==> src/rtl/pvh_pkg.sv <==
package pvh_pkg;

  localparam int SPECIES    = 16;
  localparam int CELLS      = 4096;
  localparam int COUNT_BITS = 24;
  localparam int SP_BITS    = $clog2(SPECIES);
  localparam int CELL_BITS  = $clog2(CELLS);
  localparam int DEPTH      = SPECIES * CELLS;
  localparam int ADDR_BITS  = SP_BITS + CELL_BITS;
  localparam logic [COUNT_BITS-1:0] CNT_MAX = '1;

  typedef enum logic [1:0] {
    FN_CLEAR       = 2'd0,
    FN_ADD         = 2'd1,
    FN_READ_VOXEL  = 2'd2,
    FN_READ_TOTAL  = 2'd3
  } func_t;

  typedef enum logic [2:0] {
    CFG_SIZE_X   = 3'd0,
    CFG_SIZE_Y   = 3'd1,
    CFG_ORIGIN_X = 3'd2,
    CFG_ORIGIN_Y = 3'd3,
    CFG_ORIGIN_Z = 3'd4,
    CFG_SCALE_X  = 3'd5,
    CFG_SCALE_Y  = 3'd6,
    CFG_SCALE_Z  = 3'd7
  } cfg_reg_t;

  typedef enum logic [2:0] {
    PH_IDLE, PH_MUL0, PH_MUL1, PH_MUL2, PH_EVAL, PH_MULF, PH_SUM
  } idx_phase_t;

  typedef enum logic [2:0] {
    S_CLEAR, S_IDLE, S_INDEX, S_READ, S_WB, S_RESP
  } state_t;

  typedef struct packed {
    logic [12:0]        size_x;
    logic [12:0]        size_y;
    logic signed [31:0] origin_x;
    logic signed [31:0] origin_y;
    logic signed [31:0] origin_z;
    logic [31:0]        scale_x;
    logic [31:0]        scale_y;
    logic [31:0]        scale_z;
  } cfg_t;

  typedef struct packed {
    logic                 done;
    logic                 ok;
    logic [CELL_BITS-1:0] flat;
  } idx_res_t;

  typedef struct packed {
    logic [23:0] count;
    logic [11:0] vidx;
    logic        off;
    logic        ign;
  } res_t;

  function automatic logic [COUNT_BITS-1:0] sat_inc(input logic [COUNT_BITS-1:0] v);
    return (v == CNT_MAX) ? CNT_MAX : v + 1'b1;
  endfunction

endpackage

==> src/rtl/pvh_index.sv <==
module pvh_index import pvh_pkg::*; (
  input  logic               clk,
  input  logic               rst_n,
  input  logic               start,
  input  logic signed [31:0] pos_x,
  input  logic signed [31:0] pos_y,
  input  logic signed [31:0] pos_z,
  input  cfg_t               cfg,
  output idx_res_t           res
);
  idx_phase_t phase_r, phase_nxt;
  logic signed [31:0] pos_r [3];
  logic [63:0] m_r [3];
  logic [2:0]  neg_r;
  logic [12:0] i_r, j_r;
  logic [CELL_BITS-1:0] k_r;
  logic        ok_r;
  logic [CELL_BITS+25:0] t1_r;
  logic [25:0] t2_r;
  logic [25:0] sxy_r;
  idx_res_t    res_r;

  logic [1:0]         ax;
  logic signed [31:0] sel_org;
  logic [31:0]        sel_scale;
  logic [32:0]        d, mag;
  logic [64:0]        prod;
  logic [32:0]        idx [3];
  logic [2:0]         ax_ok;
  logic               i_ok, j_ok, k_ok;
  logic [CELL_BITS+26:0] flat;

  always_comb begin
    phase_nxt = phase_r;
    unique case (phase_r)
      PH_IDLE: if (start) phase_nxt = PH_MUL0;
      PH_MUL0: phase_nxt = PH_MUL1;
      PH_MUL1: phase_nxt = PH_MUL2;
      PH_MUL2: phase_nxt = PH_EVAL;
      PH_EVAL: phase_nxt = PH_MULF;
      PH_MULF: phase_nxt = PH_SUM;
      PH_SUM:  phase_nxt = PH_IDLE;
      default: phase_nxt = PH_IDLE;
    endcase
  end

  // One shared multiplier walks the three axes.
  always_comb begin
    case (phase_r)
      PH_MUL1: ax = 2'd1;
      PH_MUL2: ax = 2'd2;
      default: ax = 2'd0;
    endcase
    case (ax)
      2'd1:    begin sel_org = cfg.origin_y; sel_scale = cfg.scale_y; end
      2'd2:    begin sel_org = cfg.origin_z; sel_scale = cfg.scale_z; end
      default: begin sel_org = cfg.origin_x; sel_scale = cfg.scale_x; end
    endcase
    d    = {pos_r[ax][31], pos_r[ax]} - {sel_org[31], sel_org};
    mag  = d[32] ? (33'd0 - d) : d;
    prod = 65'(mag) * 65'(sel_scale);
  end

  always_comb begin
    for (int a = 0; a < 3; a++) begin
      logic [64:0] rnd;
      rnd = {1'b0, m_r[a]} + 65'h0_8000_0000;
      if (neg_r[a]) begin
        idx[a]   = '0;
        ax_ok[a] = (m_r[a] <= 64'h8000_0000);
      end else begin
        idx[a]   = rnd[64:32];
        ax_ok[a] = 1'b1;
      end
    end
    i_ok = (idx[0][32:13] == '0) && (idx[0][12:0] < cfg.size_x);
    j_ok = (idx[1][32:13] == '0) && (idx[1][12:0] < cfg.size_y);
    k_ok = (idx[2][32:CELL_BITS] == '0);
    flat = {1'b0, t1_r} + (CELL_BITS+27)'(t2_r) + (CELL_BITS+27)'(i_r);
  end

  always_ff @(posedge clk) begin
    if (!rst_n) begin
      phase_r <= PH_IDLE;
      res_r   <= '0;
    end else begin
      phase_r    <= phase_nxt;
      res_r.done <= (phase_r == PH_SUM);
      if (phase_r == PH_SUM) begin
        res_r.ok   <= ok_r && (flat < (CELL_BITS+27)'(CELLS));
        res_r.flat <= flat[CELL_BITS-1:0];
      end
    end
  end

  always_ff @(posedge clk) begin
    sxy_r <= 26'(cfg.size_x) * 26'(cfg.size_y);
    if (start && phase_r == PH_IDLE) begin
      pos_r[0] <= pos_x;
      pos_r[1] <= pos_y;
      pos_r[2] <= pos_z;
    end
    if (phase_r == PH_MUL0 || phase_r == PH_MUL1 || phase_r == PH_MUL2) begin
      m_r[ax]   <= prod[63:0];
      neg_r[ax] <= d[32];
    end
    if (phase_r == PH_EVAL) begin
      i_r  <= idx[0][12:0];
      j_r  <= idx[1][12:0];
      k_r  <= idx[2][CELL_BITS-1:0];
      ok_r <= (&ax_ok) && i_ok && j_ok && k_ok;
    end
    if (phase_r == PH_MULF) begin
      t1_r <= (CELL_BITS+26)'(k_r) * (CELL_BITS+26)'(sxy_r);
      t2_r <= 26'(j_r) * 26'(cfg.size_x);
    end
  end

  assign res = res_r;
endmodule

==> config.mk <==
export PLATFORM = sky130hd
export DESIGN_NAME = pvh_index
export DESIGN_NICKNAME = d
export VERILOG_FILES = /design/src/rtl/pvh_pkg.sv /design/src/rtl/pvh_index.sv
export SDC_FILE = /design/constraint.sdc
export NUM_CORES = 2
export LEC_CHECK = 0
export ABC_AREA = 1
export ABC_CLOCK_PERIOD_IN_PS = 12000
export BUFFER_PORTS_ARGS = -buffer_cell sky130_fd_sc_hd__buf_2
export CAP_MARGIN = 20
export CORE_ASPECT_RATIO = 0.9
export CORE_MARGIN = 2
export CORE_UTILIZATION = 51
export CTS_BUF_LIST = sky130_fd_sc_hd__clkbuf_8
export DETAILED_ROUTE_END_ITERATION = 10
export GPL_TIMING_DRIVEN = 0
export PLACE_DENSITY = 0.75
export SLEW_MARGIN = 40
export SYNTH_ARGS = -nofsm -noshare
export SYNTH_HDL_FRONTEND = slang
export SYNTH_SLANG_ARGS = --single-unit
export TNS_END_PERCENT = 30
==> constraint.sdc <==
create_clock -name clk -period 12 [get_ports clk]
set_clock_uncertainty 0.05 [all_clocks]
set_input_delay 2.4 -clock clk [delete_from_list [all_inputs] [get_ports clk]]
set_output_delay 2.4 -clock clk [all_outputs]
set_load 0.1 [all_outputs]
* Word level (Yosys, flattened, before mapping)
Memory sizes are Yosys's and may differ from the RTL's.
Cells that the tools add are included.
** Word-level totals
- ROM bits :: 0
- Register bits after elaboration :: 149
- Memory bits (writable) :: 288
- Latch bits :: 0
- Output and inout bits :: 14
- Memories :: 2
** Cells by class
- Shifts and indexed selects :: 0
- Mux-type cells :: 19
- Add/sub/neg operators :: 7
- Divide/modulo/power cells :: 0
- Equality and inequality tests :: 9
- Magnitude comparators :: 8
- Bitwise operators :: 0
- Reduce and logical (&&, ||, !) cells :: 15
- Multipliers :: 4
** Memories
- m_r :: words 3, bits a word 64, read ports 3, clocked after memory_dff 0, wr ports 1, RTL line pvh_index.sv:13 : logic [63:0] m_r [3];
- pos_r :: words 3, bits a word 32, read ports 1, clocked after memory_dff 0, wr ports 3, RTL line pvh_index.sv:12 : logic signed [31:0] pos_r [3];
** Operator list (count)
- 64-bit by 32-bit adder with 65-bit output (second input constant) :: 3
- 64-bit by 32-bit less-or-equal comparator with 1-bit output (second input constant) :: 3
- 33-bit two-way mux :: 4
- 32-bit case mux with 2 select lines :: 2
- 33-bit by 32-bit multiplier with 64-bit output :: 1
- 13-bit by 13-bit multiplier with 26-bit output :: 2
- 20-bit zero test :: 2
- 38-bit by 26-bit adder with 39-bit output :: 1
- 39-bit by 13-bit adder with 39-bit output :: 1
- 39-bit by 13-bit less-than comparator with 1-bit output (second input constant) :: 1
- 12-bit by 26-bit multiplier with 38-bit output :: 1
- 1-bit by 33-bit subtractor with 33-bit output (first input constant) :: 1
- 32-bit by 32-bit subtractor with 33-bit output :: 1
- 13-bit less-than comparator :: 2
- 21-bit zero test :: 1
- 3-bit case mux with 6 select lines :: 1
- 3-bit equality test (second input constant) :: 3
- 1-bit logical AND :: 8
- 1-bit two-way mux :: 8
- 3-bit by 2-bit equality test with 1-bit output (second input constant) :: 2
- 2-bit case mux with 2 select lines :: 1
- 3-bit bitwise mux :: 1
- 3-bit by 1-bit equality test with 1-bit output (second input constant) :: 1
- 3-bit zero test :: 1
- 9 further kinds :: 10

* Logic depth before layout (Yosys ltp)
- Depth after elaboration :: 8
- Mapped depth :: 62

* Worst setup path before layout
Ideal clock, no wire load.
- Path kind :: input-to-reg
- From :: input port cfg[96] (netlist name)
- To :: memory m_r[0][38] (data pin)
- Setup slack :: 0.975 ns
- Data arrival time :: 10.707 ns
- Buffers on the path :: 1
- Cell stages on the path :: 47
- Library setup time :: 0.268 ns
- Data required time :: 11.682 ns
- Cell sequence :: nand2_1 -> nand3_1 -> o21ai_0 -> inv_1 -> ha_1 -> inv_1 -> fa_1 -> xnor2_2 -> nand3_1 -> inv_1 -> nand2_1 -> nor2_2 -> nand3_2 -> nor2_2 -> nand2_1 -> nor2_2 -> nand4_1 -> nand2_1 -> [... 11 more ...] -> inv_1 -> fa_1 -> inv_1 -> fa_1 -> fa_1 -> ha_1 -> nand2_1 -> nor2_1 -> nand2_1 -> nor4_1 -> nand2_1 -> nand3_1 -> nand2_1 -> nand2_1 -> nand2_1 -> nand2_1 -> a21boi_0 -> xnor2_1
** Between the ends
- Cells in the longest elaborated chain, start to end :: 5
** Ends and longest elaborated chain
- start, declared :: RTL line pvh_index.sv:8 : input cfg_t cfg,
- 32-bit case mux with 2 select lines * :: RTL line pvh_index.sv:54 : case (ax)
- 32-bit by 32-bit subtractor with 33-bit output * :: RTL line pvh_index.sv:59 : d = {pos_r[ax][31], pos_r[ax]} - {sel_org[31], sel_org};
- 1-bit by 33-bit subtractor with 33-bit output :: RTL line pvh_index.sv:60 : mag = d[32] ? (33'd0 - d) : d;
- 33-bit two-way mux * :: RTL line pvh_index.sv:60
- 33-bit by 32-bit multiplier with 64-bit output * :: RTL line pvh_index.sv:61 : prod = 65'(mag) * 65'(sel_scale);
- via prod[38] :: RTL line pvh_index.sv:27 : logic [64:0] prod;
- end, declared :: RTL line pvh_index.sv:13
The timed path passes the listed nets; every way through them passes the cells marked *.

* Final worst setup path
- From :: input port cfg[96] (netlist name)
- To :: memory m_r[0][54] (data pin)
** Between the ends
- Cells in the longest elaborated chain, start to end :: 5
** Ends and longest elaborated chain
- 32-bit case mux with 2 select lines * :: RTL line pvh_index.sv:54
- 32-bit by 32-bit subtractor with 33-bit output * :: RTL line pvh_index.sv:59
- via d[32] :: RTL line pvh_index.sv:26 : logic [32:0] d, mag;
- 1-bit by 33-bit subtractor with 33-bit output :: RTL line pvh_index.sv:60
- 33-bit two-way mux * :: RTL line pvh_index.sv:60
- 33-bit by 32-bit multiplier with 64-bit output * :: RTL line pvh_index.sv:61
- via prod[54] :: RTL line pvh_index.sv:27
Marked as above.

==> flow_summary_export.csv <==
group,metric,value,unit
run_status,status,"finished clean",
placed_design,gp_congestion,1.074,
logic_synthesis,yosys.area_share.adder,0.4458,
detailed_routing,detail_route.wirelength,285500,um
die,core_region_area,0.1566,mm^2
logic_synthesis,ys.warnings.count,0,
worst_setup_path,worstPathRequired,12.40,ns
logic_synthesis,synth_fp_nets,12191,
logic_synthesis,largest_family_of_logic_cells_by_synthesized_area,"adder cells",
clocking,h-tree-depth,3,
die,std_cell_rows,138,
logic_synthesis,postSynth.asyncResetShare,0,
logic_synthesis,synth.top_cells.by_area,"fa_1 (36%), edfxtp_1 (15%), nand2_1 (11%), inv_1 (11%), ha_1 (9.1%)",
logic_synthesis,yosysTopAreaCell,"fa_1",
detailed_routing,dr.first_iter.drc_count,6265,
logic_synthesis,synth_area,0.08017,mm^2
worst_setup_path,worst_ep_arrival_time,12.22,ns
layout,num-nets-final,12672,
worst_setup_path,cpPeakStageDelay,0.77,ns
clocking,cts.clk_slew.worst_paths,0.06,ns
placed_design,io_buffers,317,
logic_synthesis,synth_edf_count,394,
layout,fin_util,0.5664,
die,io_pins,331,
logic_synthesis,yosysMostFrequentCell,"nand2_1",
worst_setup_path,timing.setup.critical_path_class,"input pin to flip-flop",
detailed_routing,drt_pre_antenna_iters,9,
logic_synthesis,ys_seq_elements,437,
flow_run,max-cap-violations,0,
logic_synthesis,synthTopCellsByCount,"nand2_1 (2325), inv_1 (2296), fa_1 (1422)",
logic_synthesis,compound_gate_fraction_of_synth_area,0.05049,
clocking,cts_made_buffers,76,
logic_synthesis,yosys.area.top_type_share,0.3551,
grt,wire_length_of_the_first_global_routing_pass,430300,um
layout,areaGrowthSynthToFinish,10.65,%
logic_synthesis,yosysUniqueCellTypes,62,
layout,final_layout_size_suffix_gt1_frac,0.09549,
logic_synthesis,synth-main-ff-cell,"edfxtp_1",
placed_design,hpwlAfterDp,239600,um
die,die_h,380.1,um
sta,hold_viol,0,
sta,max_clock_freq,84.64,MHz
grt,antenna_violations_before_repair,10,
detailed_routing,num_vias,68966,
detailed_routing,via_per_inst,5.512,
clocking,cts_sinks,437,
logic_synthesis,area_share_of_and_or_nand_nor_cells_after_synthesis,0.1954,
detailed_routing,detailed_route_wire_length_per_cell,22.81,um
sta,worst_slew_margin_rel,0.3402,
grt,first_global_vias,71433,
clocking,worst_skew_pair.late_latency,0.73,ns
clocking,library_cell_used_as_clock_root_buffer,"clkbuf_8",
die,initial_utilization,0.5119,
logic_synthesis,yosys.area_share.xor_xnor,0.02238,
sta,rsz0062_at_grt,"yes",
grt,gr-usage-all-layers,0.3572,
worst_setup_path,cp_max_fo,12,
sta,min_period_over_period,0.9846,
clocking,cts_buffer_depth,3,
hold_path,hp-class,"flip-flop to flip-flop",
logic_synthesis,syn_inst,9871,
die,die-area,0.1604,mm^2
clocking,postCtsHoldBufs,0,
sta,period_minus_slack,11.81,ns
grt,grt_remaining_overflow,0,
worst_setup_path,critical_path.slowest_cell,"fa_2",
worst_setup_path,timing.critical_path.mode_cell,"fa_1",
sta,worst_slew_pin_tran,0.9897,ns
logic_synthesis,ys_seq_area_frac,0.1583,
logic_synthesis,average_footprint_of_a_synthesized_cell,8.122,um^2
detailed_routing,drt_drc_violations_left,0,
sta,timing.final.max_slew_violations,0,
worst_setup_path,worstSetupStartpointType,"input pin",
grt,maximum_number_of_pins_on_one_net_before_global_route_repair,47,
clocking,clock_tree_from_tritoncts,"yes",
sta,timing.final.setup_violations,0,
die,floorplan.die.width,421.9,um
logic_synthesis,synth_mux_area_frac,0,
detailed_routing,antenna_left,0,
worst_setup_path,critPathCaptureType,"flip-flop",
[metrics by stage]
step / hold WS (ns) / cell area [um^2] / cells / setup TNS (ns) / setup WS, ns
6_report: 0.4190 / 88710 / 12513 / 0 / 0.1852
5_1_grt: 0.4451 / 88710 / 12512 / -1.280 / -0.1164
4_1_cts: 0.4136 / 87360 / 12463 / -0.04127 / -0.02348
3_5_place_dp: 0.4041 / 84880 / 12305 / -381.24 / -3.274
3_3_place_gp: 0.4009 / 84380 / 12288 / -511.13 / -3.983
2_1_floorplan: 0.4429 / 80170 / 9871 / 0 / 0.9750
[critical path: cells and delay by family]
kind            cells  cell delay (ns)
fa+ha+maj          11             5.38
simple gates       17             1.91
buf+inv            11             1.19
compound gates      5             1.15
xor+xnor            1             0.16
[sequential cells by signal, summed over array words and instances, names as in the netlist, 3 cells and up]
name and flops:
i_r 13, j_r 13, k_r 12, m_r 192
neg_r 3, phase_r 3, pos_r 96, res 14
sxy_r 26, t1_r 38, t2_r 26
[routing by layer]
layer,up-vias,part of all wire,global-route usage,wire [um]
met3,897,0.10,0.08893,29270
met4,14,0.069,0.1975,19600
met2,3613,0.45,0.5761,129800
li1,30731,-,-,-
met1,33711,0.37,0.4403,106600
met5,-,0.00035,0,101
[placed cells by master (no fill, tap or decap), types with 29 or more instances in the layout]
cell type  netlist  layout
a21oi_1        358     338
a31oi_1         71      63
buf_2           63     330
buf_4            9     103
buf_6           11      34
clkbuf_1       251     187
clkbuf_2         0      52
clkbuf_8         0      84
dfxtp_1         43      42
edfxtp_1       394     394
fa_1          1422    1405
ha_1           581     561
inv_1         2296    2302
nand2_1       2325    2278
nand2_2         27      48
nand3_1        335     323
nand4_1         84      84
nor2_1         819     792
nor2_2          21      29
nor3_1          82      77
nor4_1          48      46
o21ai_0        178     161
xnor2_1         70      56
xor2_1         133     119
[cell type report]
| type | count | area (um^2) |
|---|---|---|
| clock buffers | 82 | 1129 |
| repair buffers | 408 | 2489 |
| fillers | 14579 | 67900 |
| well taps | 2100 | 2628 |
| plain buffers | 349 | 1951 |
| multi-input cells | 6760 | 58670 |
| inverters | 2320 | 8773 |
| clock inverters | 53 | 370.4 |
| flip-flops and latches | 437 | 12690 |
| diodes | 4 | 10.01 |
[logic make-up (layout without fill, tap and decap cells)]
family / count (synthesis) / after routing
adder cells (fa/ha/maj): 2003 / 2003
AND/OR/NAND/NOR: 3818 / 3819
buffers and inverters: 2675 / 3212
other: 0 / 4
flip-flops: 437 / 437
AO/OA/AOI/OAI: 734 / 734
XOR/XNOR: 204 / 204
[final timing paths]
path	startpoint	endpoint	slack, ns	cells after the start
setup / recovery	cfg[96]	m_r[0][54]$_DFFE_PP_	0.19	45
hold / removal	res[12]$_SDFFE_PN0P_	res[12]$_SDFFE_PN0P_	0.42	2
setup reg to reg	phase_r[1]$_SDFFE_PN0P_	m_r[0][54]$_DFFE_PP_	0.22	44
hold reg to reg	res[12]$_SDFFE_PN0P_	res[12]$_SDFFE_PN0P_	0.42	2
[timing repair]
action | CTS | global route
gates cloned | 0 | 1
buffers inserted | 25 | 48
endpoints found under the hold margin | 0 | 0
resized for setup | 210 | 268
pin swaps | 24 | 70
endpoints found under the setup margin | 165 | 122
Power is not shown: default switching activity piles up to over one toggle a cycle in this logic, so the estimate is an artifact.
